==> config.mk <==
export PLATFORM = sky130hd
export DESIGN_NAME = nearest_centroid_assign_core_flat
export DESIGN_NICKNAME = d
export VERILOG_FILES = /design/src/hw/rtl/nca_pkg.sv /design/src/hw/rtl/nca_in_if.sv /design/src/hw/rtl/nca_out_if.sv /design/src/hw/rtl/nca_cfg_if.sv /design/src/hw/rtl/nca_ctrl.sv /design/src/hw/rtl/nca_datapath.sv /design/src/hw/rtl/nearest_centroid_assign_core.sv /design/src/flat_wrapper.sv
export SDC_FILE = /design/constraint.sdc
export NUM_CORES = 2
export LEC_CHECK = 0
export BUFFER_PORTS_ARGS = -buffer_cell sky130_fd_sc_hd__buf_2
export CAP_MARGIN = 10
export CORE_MARGIN = 4
export CORE_UTILIZATION = 25
export DETAILED_ROUTE_END_ITERATION = 10
export SYNTH_ARGS = -nofsm -noshare
export SYNTH_HDL_FRONTEND = slang
export SYNTH_SLANG_ARGS = --single-unit
==> constraint.sdc <==
create_clock -name clk_i -period 13 [get_ports clk_i]
set_input_delay 1.95 -clock clk_i [delete_from_list [all_inputs] [get_ports clk_i]]
set_output_delay 1.95 -clock clk_i [all_outputs]
set_load 0.01 [all_outputs]
==> src/hw/rtl/nca_pkg.sv <==
`timescale 1ns / 1ps
// Shared constants, field types and control structs for the nearest-centroid block.
// Depends on nothing; every other file in hw/rtl refers to it by scoped names.

package nca_pkg;

  localparam int MAX_CLUSTERS_DEF = 16;
  localparam int DIMENSIONS_DEF   = 4;
  localparam int DIMS_MAX         = 4;
  localparam int COORD_W          = 16;
  localparam int SEL_W            = 4;
  localparam int CFG_W            = 5;
  localparam int SQ_W             = 32;
  localparam int DIST_W           = 34;
  localparam int TOTAL_W          = 48;
  localparam int ACTIVE_RST       = 16;
  localparam int CMP_W            = 10;

  localparam logic MODE_LOAD     = 1'b0;
  localparam logic MODE_CLASSIFY = 1'b1;

  typedef logic [COORD_W-1:0] coord_t;
  typedef logic [DIMS_MAX-1:0][COORD_W-1:0] coord_vec_t;

  typedef struct packed {
    logic load_we;
    logic capture;
    logic rd_en;
    logic rd_first;
    logic finish;
  } cmd_t;

  typedef struct packed {
    logic pipe_busy;
    logic out_free;
  } status_t;

endpackage

==> src/hw/rtl/nca_in_if.sv <==
`timescale 1ns / 1ps
// Input channel: one load or classify transaction per valid/ready handshake.
// Depends on nca_pkg for field widths.

interface nca_in_if;
  logic                                valid;
  logic                                ready;
  logic                                mode;
  logic        [nca_pkg::SEL_W-1:0]    cluster_sel;
  logic signed [nca_pkg::COORD_W-1:0]  coord_a;
  logic signed [nca_pkg::COORD_W-1:0]  coord_b;
  logic signed [nca_pkg::COORD_W-1:0]  coord_c;
  logic signed [nca_pkg::COORD_W-1:0]  coord_d;
  logic                                new_pass;

  modport source (
    output valid, mode, cluster_sel, coord_a, coord_b, coord_c, coord_d, new_pass,
    input  ready
  );
  modport sink (
    input  valid, mode, cluster_sel, coord_a, coord_b, coord_c, coord_d, new_pass,
    output ready
  );
endinterface

==> src/hw/rtl/nca_out_if.sv <==
`timescale 1ns / 1ps
// Result channel: one classify result per valid/ready handshake.
// Depends on nca_pkg for field widths.

interface nca_out_if;
  logic                          valid;
  logic                          ready;
  logic [nca_pkg::SEL_W-1:0]     best_cluster;
  logic [nca_pkg::DIST_W-1:0]    best_distance;
  logic [nca_pkg::TOTAL_W-1:0]   pass_total;

  modport source (
    output valid, best_cluster, best_distance, pass_total,
    input  ready
  );
  modport sink (
    input  valid, best_cluster, best_distance, pass_total,
    output ready
  );
endinterface

==> src/hw/rtl/nca_cfg_if.sv <==
`timescale 1ns / 1ps
// Configuration write channel carrying the active cluster count.
// Depends on nca_pkg for the register width.

interface nca_cfg_if;
  logic                       valid;
  logic                       ready;
  logic [nca_pkg::CFG_W-1:0]  data;

  modport source (
    output valid, data,
    input  ready
  );
  modport sink (
    input  valid, data,
    output ready
  );
endinterface

==> src/hw/rtl/nca_ctrl.sv <==
`timescale 1ns / 1ps
// Controller: sequences load writes, the centroid scan and result hand-off.
// Depends on nca_pkg for the command and status structs.

module nca_ctrl #(
  parameter int MAX_CLUSTERS = nca_pkg::MAX_CLUSTERS_DEF,
  localparam int IDX_W = (MAX_CLUSTERS > 1) ? $clog2(MAX_CLUSTERS) : 1
) (
  input  logic              clk_i,
  input  logic              rst_ni,
  input  logic              in_valid_i,
  input  logic              in_mode_i,
  output logic              in_ready_o,
  output nca_pkg::cmd_t     cmd_o,
  input  nca_pkg::status_t  status_i,
  input  logic [IDX_W-1:0]  last_idx_i,
  output logic [IDX_W-1:0]  rd_addr_o
);

  typedef enum logic [1:0] {
    ST_IDLE,
    ST_SCAN,
    ST_DRAIN
  } state_e;

  state_e            state_q, state_d;
  logic [IDX_W-1:0]  idx_q, idx_d;
  logic              accept;

  assign in_ready_o = (state_q == ST_IDLE);
  assign accept     = in_valid_i && in_ready_o;
  assign rd_addr_o  = idx_q;

  always_comb begin
    state_d        = state_q;
    idx_d          = idx_q;
    cmd_o          = '0;
    case (state_q)
      ST_IDLE: begin
        if (accept) begin
          if (in_mode_i == nca_pkg::MODE_CLASSIFY) begin
            cmd_o.capture = 1'b1;
            idx_d         = '0;
            state_d       = ST_SCAN;
          end else begin
            cmd_o.load_we = 1'b1;
          end
        end
      end
      ST_SCAN: begin
        cmd_o.rd_en    = 1'b1;
        cmd_o.rd_first = (idx_q == '0);
        if (idx_q == last_idx_i) begin
          state_d = ST_DRAIN;
        end else begin
          idx_d = idx_q + IDX_W'(1);
        end
      end
      ST_DRAIN: begin
        if (!status_i.pipe_busy && status_i.out_free) begin
          cmd_o.finish = 1'b1;
          state_d      = ST_IDLE;
        end
      end
      default: begin
        state_d = ST_IDLE;
      end
    endcase
  end

  always_ff @(posedge clk_i or negedge rst_ni) begin
    if (!rst_ni) begin
      state_q <= ST_IDLE;
      idx_q   <= '0;
    end else begin
      state_q <= state_d;
      idx_q   <= idx_d;
    end
  end

  a_finish_when_drained: assert property (@(posedge clk_i) disable iff (!rst_ni)
    cmd_o.finish |-> (!status_i.pipe_busy && status_i.out_free))
    else $error("finish issued with scan pipeline busy or output full");

  a_scan_in_range: assert property (@(posedge clk_i) disable iff (!rst_ni)
    (state_q == ST_SCAN) |-> (idx_q <= last_idx_i))
    else $error("scan index beyond active cluster range");

endmodule

==> src/hw/rtl/nca_datapath.sv <==
`timescale 1ns / 1ps
// Datapath: centroid memory, distance pipeline, running minimum, total and output register.
// Depends on nca_pkg for field widths, coordinate types and control structs.

module nca_datapath #(
  parameter int MAX_CLUSTERS = nca_pkg::MAX_CLUSTERS_DEF,
  parameter int DIMENSIONS   = nca_pkg::DIMENSIONS_DEF,
  localparam int IDX_W = (MAX_CLUSTERS > 1) ? $clog2(MAX_CLUSTERS) : 1
) (
  input  logic                          clk_i,
  input  logic                          rst_ni,
  input  nca_pkg::cmd_t                 cmd_i,
  output nca_pkg::status_t              status_o,
  input  logic [IDX_W-1:0]              rd_addr_i,
  output logic [IDX_W-1:0]              last_idx_o,
  input  logic                          cfg_we_i,
  input  logic [nca_pkg::CFG_W-1:0]     cfg_data_i,
  input  logic [nca_pkg::SEL_W-1:0]     sel_i,
  input  nca_pkg::coord_vec_t           coords_i,
  input  logic                          new_pass_i,
  output logic                          out_valid_o,
  input  logic                          out_ready_i,
  output logic [nca_pkg::SEL_W-1:0]     best_cluster_o,
  output logic [nca_pkg::DIST_W-1:0]    best_distance_o,
  output logic [nca_pkg::TOTAL_W-1:0]   pass_total_o
);

  localparam int CMP_W   = nca_pkg::CMP_W;
  localparam int RST_CNT = (nca_pkg::ACTIVE_RST < MAX_CLUSTERS) ? nca_pkg::ACTIVE_RST
                                                                 : MAX_CLUSTERS;
  localparam int DW      = nca_pkg::COORD_W;

  // active count register
  logic [IDX_W-1:0]  last_idx_q;
  logic [CMP_W-1:0]  cnt_clamp;

  always_comb begin
    cnt_clamp = CMP_W'(cfg_data_i);
    if (cnt_clamp == '0) begin
      cnt_clamp = CMP_W'(1);
    end else if (cnt_clamp > CMP_W'(MAX_CLUSTERS)) begin
      cnt_clamp = CMP_W'(MAX_CLUSTERS);
    end
  end

  always_ff @(posedge clk_i or negedge rst_ni) begin
    if (!rst_ni) begin
      last_idx_q <= IDX_W'(RST_CNT - 1);
    end else if (cfg_we_i) begin
      last_idx_q <= IDX_W'(cnt_clamp - CMP_W'(1));
    end
  end

  assign last_idx_o = last_idx_q;

  // point capture
  nca_pkg::coord_vec_t  point_q;
  logic                 new_pass_q;

  always_ff @(posedge clk_i) begin
    if (cmd_i.capture) begin
      point_q    <= coords_i;
      new_pass_q <= new_pass_i;
    end
  end

  // centroid memory with per-entry valid bits
  nca_pkg::coord_vec_t  mem [MAX_CLUSTERS];
  logic [MAX_CLUSTERS-1:0] ent_vld_q;
  logic                 sel_ok;
  logic [IDX_W-1:0]     wr_idx;
  logic                 mem_we;
  nca_pkg::coord_vec_t  rd_data_q;

  assign sel_ok = CMP_W'(sel_i) < CMP_W'(MAX_CLUSTERS);
  assign wr_idx = IDX_W'(sel_i);
  assign mem_we = cmd_i.load_we && sel_ok;

  always_ff @(posedge clk_i) begin
    if (mem_we) begin
      mem[wr_idx] <= coords_i;
    end
    if (cmd_i.rd_en) begin
      rd_data_q <= mem[rd_addr_i];
    end
  end

  // stage 1: read data
  logic              s1_q, s1_first_q, s1_hit_q;
  logic [IDX_W-1:0]  s1_idx_q;

  always_ff @(posedge clk_i or negedge rst_ni) begin
    if (!rst_ni) begin
      ent_vld_q <= '0;
      s1_q      <= 1'b0;
    end else begin
      if (mem_we) begin
        ent_vld_q[wr_idx] <= 1'b1;
      end
      s1_q <= cmd_i.rd_en;
    end
  end

  always_ff @(posedge clk_i) begin
    if (cmd_i.rd_en) begin
      s1_first_q <= cmd_i.rd_first;
      s1_idx_q   <= rd_addr_i;
      s1_hit_q   <= ent_vld_q[rd_addr_i];
    end
  end

  // stage 2: per-lane squared differences
  nca_pkg::coord_vec_t  cent;
  logic [DW:0]          diff [nca_pkg::DIMS_MAX];
  logic [DW:0]          mag  [nca_pkg::DIMS_MAX];
  logic [nca_pkg::SQ_W-1:0] sq_d [nca_pkg::DIMS_MAX];
  logic [nca_pkg::SQ_W-1:0] sq_q [nca_pkg::DIMS_MAX];
  logic              s2_q, s2_first_q;
  logic [IDX_W-1:0]  s2_idx_q;

  assign cent = s1_hit_q ? rd_data_q : '0;

  always_comb begin
    for (int k = 0; k < nca_pkg::DIMS_MAX; k++) begin
      diff[k] = {point_q[k][DW-1], point_q[k]} - {cent[k][DW-1], cent[k]};
      mag[k]  = diff[k][DW] ? (~diff[k] + (DW+1)'(1)) : diff[k];
      if (k < DIMENSIONS) begin
        sq_d[k] = nca_pkg::SQ_W'(mag[k][DW-1:0]) * nca_pkg::SQ_W'(mag[k][DW-1:0]);
      end else begin
        sq_d[k] = '0;
      end
    end
  end

  always_ff @(posedge clk_i or negedge rst_ni) begin
    if (!rst_ni) begin
      s2_q <= 1'b0;
    end else begin
      s2_q <= s1_q;
    end
  end

  always_ff @(posedge clk_i) begin
    if (s1_q) begin
      sq_q       <= sq_d;
      s2_first_q <= s1_first_q;
      s2_idx_q   <= s1_idx_q;
    end
  end

  // stage 3: sum and running minimum
  logic [nca_pkg::DIST_W-1:0] dist_sum;
  logic [nca_pkg::DIST_W-1:0] best_d_q;
  logic [IDX_W-1:0]           best_i_q;

  always_comb begin
    dist_sum = '0;
    for (int k = 0; k < nca_pkg::DIMS_MAX; k++) begin
      dist_sum = dist_sum + nca_pkg::DIST_W'(sq_q[k]);
    end
  end

  always_ff @(posedge clk_i) begin
    if (s2_q && (s2_first_q || (dist_sum < best_d_q))) begin
      best_d_q <= dist_sum;
      best_i_q <= s2_idx_q;
    end
  end

  // total and output register
  logic [nca_pkg::TOTAL_W-1:0] total_q, total_d, total_base;
  logic [nca_pkg::TOTAL_W:0]   total_sum;
  logic                        out_valid_q;
  logic [nca_pkg::SEL_W-1:0]   out_cluster_q;
  logic [nca_pkg::DIST_W-1:0]  out_dist_q;
  logic [nca_pkg::TOTAL_W-1:0] out_total_q;

  assign total_base = new_pass_q ? '0 : total_q;
  assign total_sum  = (nca_pkg::TOTAL_W+1)'(total_base) + (nca_pkg::TOTAL_W+1)'(best_d_q);
  assign total_d    = total_sum[nca_pkg::TOTAL_W] ? '1 : total_sum[nca_pkg::TOTAL_W-1:0];

  always_ff @(posedge clk_i or negedge rst_ni) begin
    if (!rst_ni) begin
      total_q     <= '0;
      out_valid_q <= 1'b0;
    end else begin
      if (cmd_i.finish) begin
        total_q     <= total_d;
        out_valid_q <= 1'b1;
      end else if (out_ready_i) begin
        out_valid_q <= 1'b0;
      end
    end
  end

  always_ff @(posedge clk_i) begin
    if (cmd_i.finish) begin
      out_cluster_q <= nca_pkg::SEL_W'(best_i_q);
      out_dist_q    <= best_d_q;
      out_total_q   <= total_d;
    end
  end

  assign out_valid_o      = out_valid_q;
  assign best_cluster_o   = out_cluster_q;
  assign best_distance_o  = out_dist_q;
  assign pass_total_o     = out_total_q;

  assign status_o.pipe_busy = s1_q || s2_q;
  assign status_o.out_free  = !out_valid_q || out_ready_i;

  a_total_covers_best: assert property (@(posedge clk_i) disable iff (!rst_ni)
    out_valid_q |-> (out_total_q >= nca_pkg::TOTAL_W'(out_dist_q)))
    else $error("total distance below the distance it includes");

  a_load_outside_scan: assert property (@(posedge clk_i) disable iff (!rst_ni)
    cmd_i.load_we |-> (!s1_q && !s2_q && !cmd_i.rd_en))
    else $error("centroid write during a scan");

  a_result_from_finish: assert property (@(posedge clk_i) disable iff (!rst_ni)
    $rose(out_valid_q) |-> $past(cmd_i.finish))
    else $error("result raised without a finish command");

endmodule

==> src/hw/rtl/nearest_centroid_assign_core.sv <==
`timescale 1ns / 1ps
// Top level of the k-means assignment block: joins controller and datapath to the channels.
// Depends on nca_pkg, nca_in_if, nca_out_if, nca_cfg_if, nca_ctrl and nca_datapath.
//
//   port    dir   handshake     payload
//   in_i    sink  valid/ready   mode, cluster_sel, coord_a..coord_d, new_pass
//   out_o   src   valid/ready   best_cluster, best_distance, pass_total
//   cfg_i   sink  valid/ready   data (active cluster count, 5 bits)
//
// A load writes its centroid as it is taken. A classify scans N centroids before its
// result sits in the output register, N being the clamped active count: the single read
// port of the centroid memory delivers one centroid per cycle into a 3-stage pipe. No new
// transaction is taken until that result is written and the controller is idle again.
// Reset clears control, the total and the per-entry valid bits; no clearing pass.
// A stalled result holds in the output register while loads are still taken.

module nearest_centroid_assign_core #(
  parameter int MAX_CLUSTERS = nca_pkg::MAX_CLUSTERS_DEF,
  parameter int DIMENSIONS   = nca_pkg::DIMENSIONS_DEF
) (
  input  logic        clk_i,
  input  logic        rst_ni,
  nca_in_if.sink      in_i,
  nca_out_if.source   out_o,
  nca_cfg_if.sink     cfg_i
);

  localparam int IDX_W = (MAX_CLUSTERS > 1) ? $clog2(MAX_CLUSTERS) : 1;

  nca_pkg::cmd_t        cmd;
  nca_pkg::status_t     status;
  logic [IDX_W-1:0]     rd_addr;
  logic [IDX_W-1:0]     last_idx;
  nca_pkg::coord_vec_t  coords;
  logic                 in_ready;

  assign coords      = {in_i.coord_d, in_i.coord_c, in_i.coord_b, in_i.coord_a};
  assign in_i.ready  = in_ready;
  assign cfg_i.ready = 1'b1;

  nca_ctrl #(
    .MAX_CLUSTERS (MAX_CLUSTERS)
  ) u_ctrl (
    .clk_i      (clk_i),
    .rst_ni     (rst_ni),
    .in_valid_i (in_i.valid),
    .in_mode_i  (in_i.mode),
    .in_ready_o (in_ready),
    .cmd_o      (cmd),
    .status_i   (status),
    .last_idx_i (last_idx),
    .rd_addr_o  (rd_addr)
  );

  nca_datapath #(
    .MAX_CLUSTERS (MAX_CLUSTERS),
    .DIMENSIONS   (DIMENSIONS)
  ) u_datapath (
    .clk_i            (clk_i),
    .rst_ni           (rst_ni),
    .cmd_i            (cmd),
    .status_o         (status),
    .rd_addr_i        (rd_addr),
    .last_idx_o       (last_idx),
    .cfg_we_i         (cfg_i.valid),
    .cfg_data_i       (cfg_i.data),
    .sel_i            (in_i.cluster_sel),
    .coords_i         (coords),
    .new_pass_i       (in_i.new_pass),
    .out_valid_o      (out_o.valid),
    .out_ready_i      (out_o.ready),
    .best_cluster_o   (out_o.best_cluster),
    .best_distance_o  (out_o.best_distance),
    .pass_total_o     (out_o.pass_total)
  );

endmodule
==> src/flat_wrapper.sv <==
// flat-port wrapper written by rule: the top's interface ports become plain ports
module nearest_centroid_assign_core_flat 
#(
  parameter int MAX_CLUSTERS = nca_pkg::MAX_CLUSTERS_DEF,
  parameter int DIMENSIONS   = nca_pkg::DIMENSIONS_DEF
)
  (clk_i, rst_ni, in_i_valid, in_i_mode, in_i_cluster_sel, in_i_coord_a, in_i_coord_b, in_i_coord_c, in_i_coord_d, in_i_new_pass, in_i_ready, out_o_valid, out_o_best_cluster, out_o_best_distance, out_o_pass_total, out_o_ready, cfg_i_valid, cfg_i_data, cfg_i_ready);
  nca_in_if in_i_i ();
  nca_out_if out_o_i ();
  nca_cfg_if cfg_i_i ();
  input  logic clk_i;
  input  logic rst_ni;
  input wire logic [$bits(in_i_i.valid)-1:0] in_i_valid;
  input wire logic [$bits(in_i_i.mode)-1:0] in_i_mode;
  input wire logic [$bits(in_i_i.cluster_sel)-1:0] in_i_cluster_sel;
  input wire logic [$bits(in_i_i.coord_a)-1:0] in_i_coord_a;
  input wire logic [$bits(in_i_i.coord_b)-1:0] in_i_coord_b;
  input wire logic [$bits(in_i_i.coord_c)-1:0] in_i_coord_c;
  input wire logic [$bits(in_i_i.coord_d)-1:0] in_i_coord_d;
  input wire logic [$bits(in_i_i.new_pass)-1:0] in_i_new_pass;
  output wire logic [$bits(in_i_i.ready)-1:0] in_i_ready;
  output wire logic [$bits(out_o_i.valid)-1:0] out_o_valid;
  output wire logic [$bits(out_o_i.best_cluster)-1:0] out_o_best_cluster;
  output wire logic [$bits(out_o_i.best_distance)-1:0] out_o_best_distance;
  output wire logic [$bits(out_o_i.pass_total)-1:0] out_o_pass_total;
  input wire logic [$bits(out_o_i.ready)-1:0] out_o_ready;
  input wire logic [$bits(cfg_i_i.valid)-1:0] cfg_i_valid;
  input wire logic [$bits(cfg_i_i.data)-1:0] cfg_i_data;
  output wire logic [$bits(cfg_i_i.ready)-1:0] cfg_i_ready;
  assign in_i_i.valid = in_i_valid;
  assign in_i_i.mode = in_i_mode;
  assign in_i_i.cluster_sel = in_i_cluster_sel;
  assign in_i_i.coord_a = in_i_coord_a;
  assign in_i_i.coord_b = in_i_coord_b;
  assign in_i_i.coord_c = in_i_coord_c;
  assign in_i_i.coord_d = in_i_coord_d;
  assign in_i_i.new_pass = in_i_new_pass;
  assign in_i_ready = in_i_i.ready;
  assign out_o_valid = out_o_i.valid;
  assign out_o_best_cluster = out_o_i.best_cluster;
  assign out_o_best_distance = out_o_i.best_distance;
  assign out_o_pass_total = out_o_i.pass_total;
  assign out_o_i.ready = out_o_ready;
  assign cfg_i_i.valid = cfg_i_valid;
  assign cfg_i_i.data = cfg_i_data;
  assign cfg_i_ready = cfg_i_i.ready;
  nearest_centroid_assign_core #(.MAX_CLUSTERS(MAX_CLUSTERS), .DIMENSIONS(DIMENSIONS)) u_core (.clk_i(clk_i), .rst_ni(rst_ni), .in_i(in_i_i), .out_o(out_o_i), .cfg_i(cfg_i_i));
endmodule
==> reports/metrics.json <==
{
  "coreArea_um2": 366100,
  "final_common_cell": "edfxtp_1",
  "yosys_warnings": 0,
  "postRouteAntennaNets": 0,
  "maxSlewHeadroom": 0.1988,
  "worst_setup_path_end_kind": "register",
  "rows": 222,
  "hold_path.class": "reg -> reg",
  "root_buffer": "clkbuf_16",
  "number_of_drc_violations_after_detailed_routing": 0,
  "io-pin-count": 169,
  "synth-xor-area-share": 0.02935,
  "crit_path_required_time_ps": 13550,
  "io_buffers": 167,
  "synth_area_per_cell_um2": 13.47,
  "layout.filler_cells": 36855,
  "crit_top_cell": "fa_1",
  "tightest_slew_ps": 1187,
  "leftover_overflow_at_the_end_of_global_routing": 0,
  "minimum_period_implied_by_the_final_worst_setup_slack_ps": 10960,
  "worstPathArrival_ps": 11500,
  "timing.final.max_slew_violations": 0,
  "tritoncts_clock_tree": "built",
  "run_status": "finished clean",
  "critPathMaxFanout": 16,
  "final.setup_skew_ps": 113.9,
  "clk_sinks": 1489,
  "met2_length_um": 111000,
  "number_of_global_route_vias_before_repair": 57450,
  "multiInputGateArea_um2": 43060,
  "met1Wirelength_um": 103300,
  "critical-path-max-stage-delay_ps": 950,
  "gr-usage-all-layers": 0.1217,
  "cts.hold.buffers_added": 0,
  "timing.final.hold_violations": 0,
  "clk_pin_slew_worst_paths_ps": 70,
  "layout.area.seq_um2": 44350,
  "synth_top_family_by_area": "adder cells",
  "avgRoutedWirePerCell_um": 19.39,
  "floorplan.die.height_um": 614.8,
  "synthAdderAreaFrac": 0.2320,
  "post-cts-setup-buffer-count": 0,
  "clock_insertion_delay_worst_skew_ps": 850,
  "max_freq_mhz": 91.26,
  "wl_um": 233600,
  "numCtsBuffers": 166,
  "met3_wirelength_um": 13320,
  "chipWidth_um": 614.8,
  "setup_violations": 0,
  "flow.area_growth_from_synthesis_pct": 13.50,
  "route.vias.total": 54496,
  "nets": 8446,
  "fin_setup_tns_ps": 0,
  "floorplan.initialDensity": 0.2514,
  "ys_types": 89,
  "post-route-period-util": 0.8429,
  "floorplan.die_area_um2": 377900,
  "synth-seq-area-share": 0.4817,
  "synth_area_in_compound_gates": 0.05462,
  "finalHoldWorstSlack_ps": 415.5,
  "cts-htree-levels": 4,
  "drt_pass1_iterations": 6,
  "post_route_cells_drive_above_1_share": 0.1340,
  "grt_first_pass_wirelength_um": 357000,
  "cpMaxStageDelayCell": "xor2_1",
  "place_congestion": 0.8743,
  "synth.cell_area_um2": 92040,
  "synth.area.mux_share": 0.08240,
  "detail_route.vias_per_cell": 4.524,
  "dp_hpwl_um": 164400,
  "cts-resized-gates": 0,
  "grt_setup_unrepaired": "no",
  "critPathLaunchType": "register",
  "worstSetupPathType": "reg -> reg",
  "clock_path_buffers": 4,
  "simple_gate_portion_of_the_synthesized_area": 0.06789,
  "max_cap_violations": 0,
  "ys_ff_latch": 1489,
  "mostFrequentLayoutCells": "edfxtp_1 (1412), inv_1 (1060), fa_1 (718)",
  "crit_buf_inv": 7,
  "largest_net_degree_at_the_start_of_global_routing": 95,
  "synth-main-ff-cell": "edfxtp_1",
  "synth-edff-count": 1412,
  "grt_antenna_before_repair": 59,
  "critical_path.top_delay_family": "adder cells",
  "asyncSetResetFlopFracSynth": 0.05171,
  "drt_iter0_markers": 4281,
  "syn_inst": 6831,
  "top_layer_used": "met5",
  "fin_util": 0.2853
}
[cells by family after synthesis]
family	Yosys count
flops	1489
simple gates	1373
buf+inv	1264
compound gates	772
other cells	2
mux	350
xor+xnor	305
fa+ha+maj	1276
[synth_stat cells, drive strengths merged (119+ instances only)]
cell type / count / share of area
a21oi: 235 / 0.013
clkbuf: 148 / 0.0061
edfxtp: 1412 / 0.46
fa: 718 / 0.16
ha: 558 / 0.076
inv: 1069 / 0.044
mux4: 325 / 0.080
nand2: 480 / 0.020
nor2: 431 / 0.018
o21ai: 119 / 0.0065
xnor2: 182 / 0.018
xor2: 123 / 0.012
[final cells by class]
class | count | share of cell area
well taps | 4816 | 0.05768
diodes | 15 | 0.0003593
clock buffers | 185 | 0.04086
multi-input cells | 4080 | 0.4122
repair buffers | 269 | 0.01557
flip-flops and latches | 1489 | 0.4246
clock inverters | 109 | 0.009750
inverters | 1084 | 0.03902
[final timing paths]
| path | start | end | slack [ps] | cells past startpoint |
|---|---|---|---|---|
| setup / recovery | u_core.u_datapath.s1_hit_q$_DFFE_PP_ | u_core.u_datapath.sq_q[63]$_DFFE_PP_ | 2040 | 38 |
| max in group asynchronous | rst_ni | u_core.u_datapath.s1_q$_DFF_PN0_ | 10590 | 2 |
| min in group asynchronous | rst_ni | u_core.u_datapath.total_q[42]$_DFFE_PN0P_ | 1160 | 1 |
| setup reg to reg | u_core.u_datapath.s1_hit_q$_DFFE_PP_ | u_core.u_datapath.sq_q[63]$_DFFE_PP_ | 2040 | 38 |
| hold reg to reg | u_core.u_datapath.best_i_q[0]$_DFFE_PP_ | u_core.u_datapath.best_cluster_o[0]$_DFFE_PP_ | 420 | 0 |
| hold / removal | u_core.u_datapath.best_i_q[0]$_DFFE_PP_ | u_core.u_datapath.best_cluster_o[0]$_DFFE_PP_ | 420 | 0 |
[metrics by stage]
stage                     instance area, µm²  instances  setup slack, ps
after floorplan                        92050       6833             3643
after global placement                 99130      11737             2377
after detailed placement               99130      11737             2152
after CTS                             104400      12031             2129
after global routing                  104400      12034             1223
final                                 104500      12047             2043
[worst reg2reg max path: cells and delay by family (launching register included)]
family,cells,cell delay (ps)
XOR/XNOR,2,1110
buffers and inverters,7,820
adder cells (fa/ha/maj),9,3670
multiplexers,1,240
AO/OA/AOI/OAI,14,3640
flip-flops,1,520
AND/OR/NAND/NOR,5,630
[state kept, by name, summed over array words and instances (netlist names), 16 cells and up]
signal                             cells
u_core.u_datapath.mem               1024
u_core.u_datapath.pass_total_o        48
u_core.u_datapath.total_q             48
u_core.u_datapath.point_q             64
u_core.u_datapath.rd_data_q           64
u_core.u_datapath.best_d_q            34
u_core.u_datapath.ent_vld_q           16
u_core.u_datapath.sq_q               124
u_core.u_datapath.best_distance_o     34
[metal layers]
layer | track usage | vias to the layer above
li1 | - | 24420
met1 | 0.1671 | 28124
met5 | 0 | -
met2 | 0.2010 | 1579
met4 | 0.03059 | 24
met3 | 0.01854 | 349
Power is left out: the tool's default activity adds up to more than one toggle a clock period on the data nets, which glitch-free logic cannot reach.
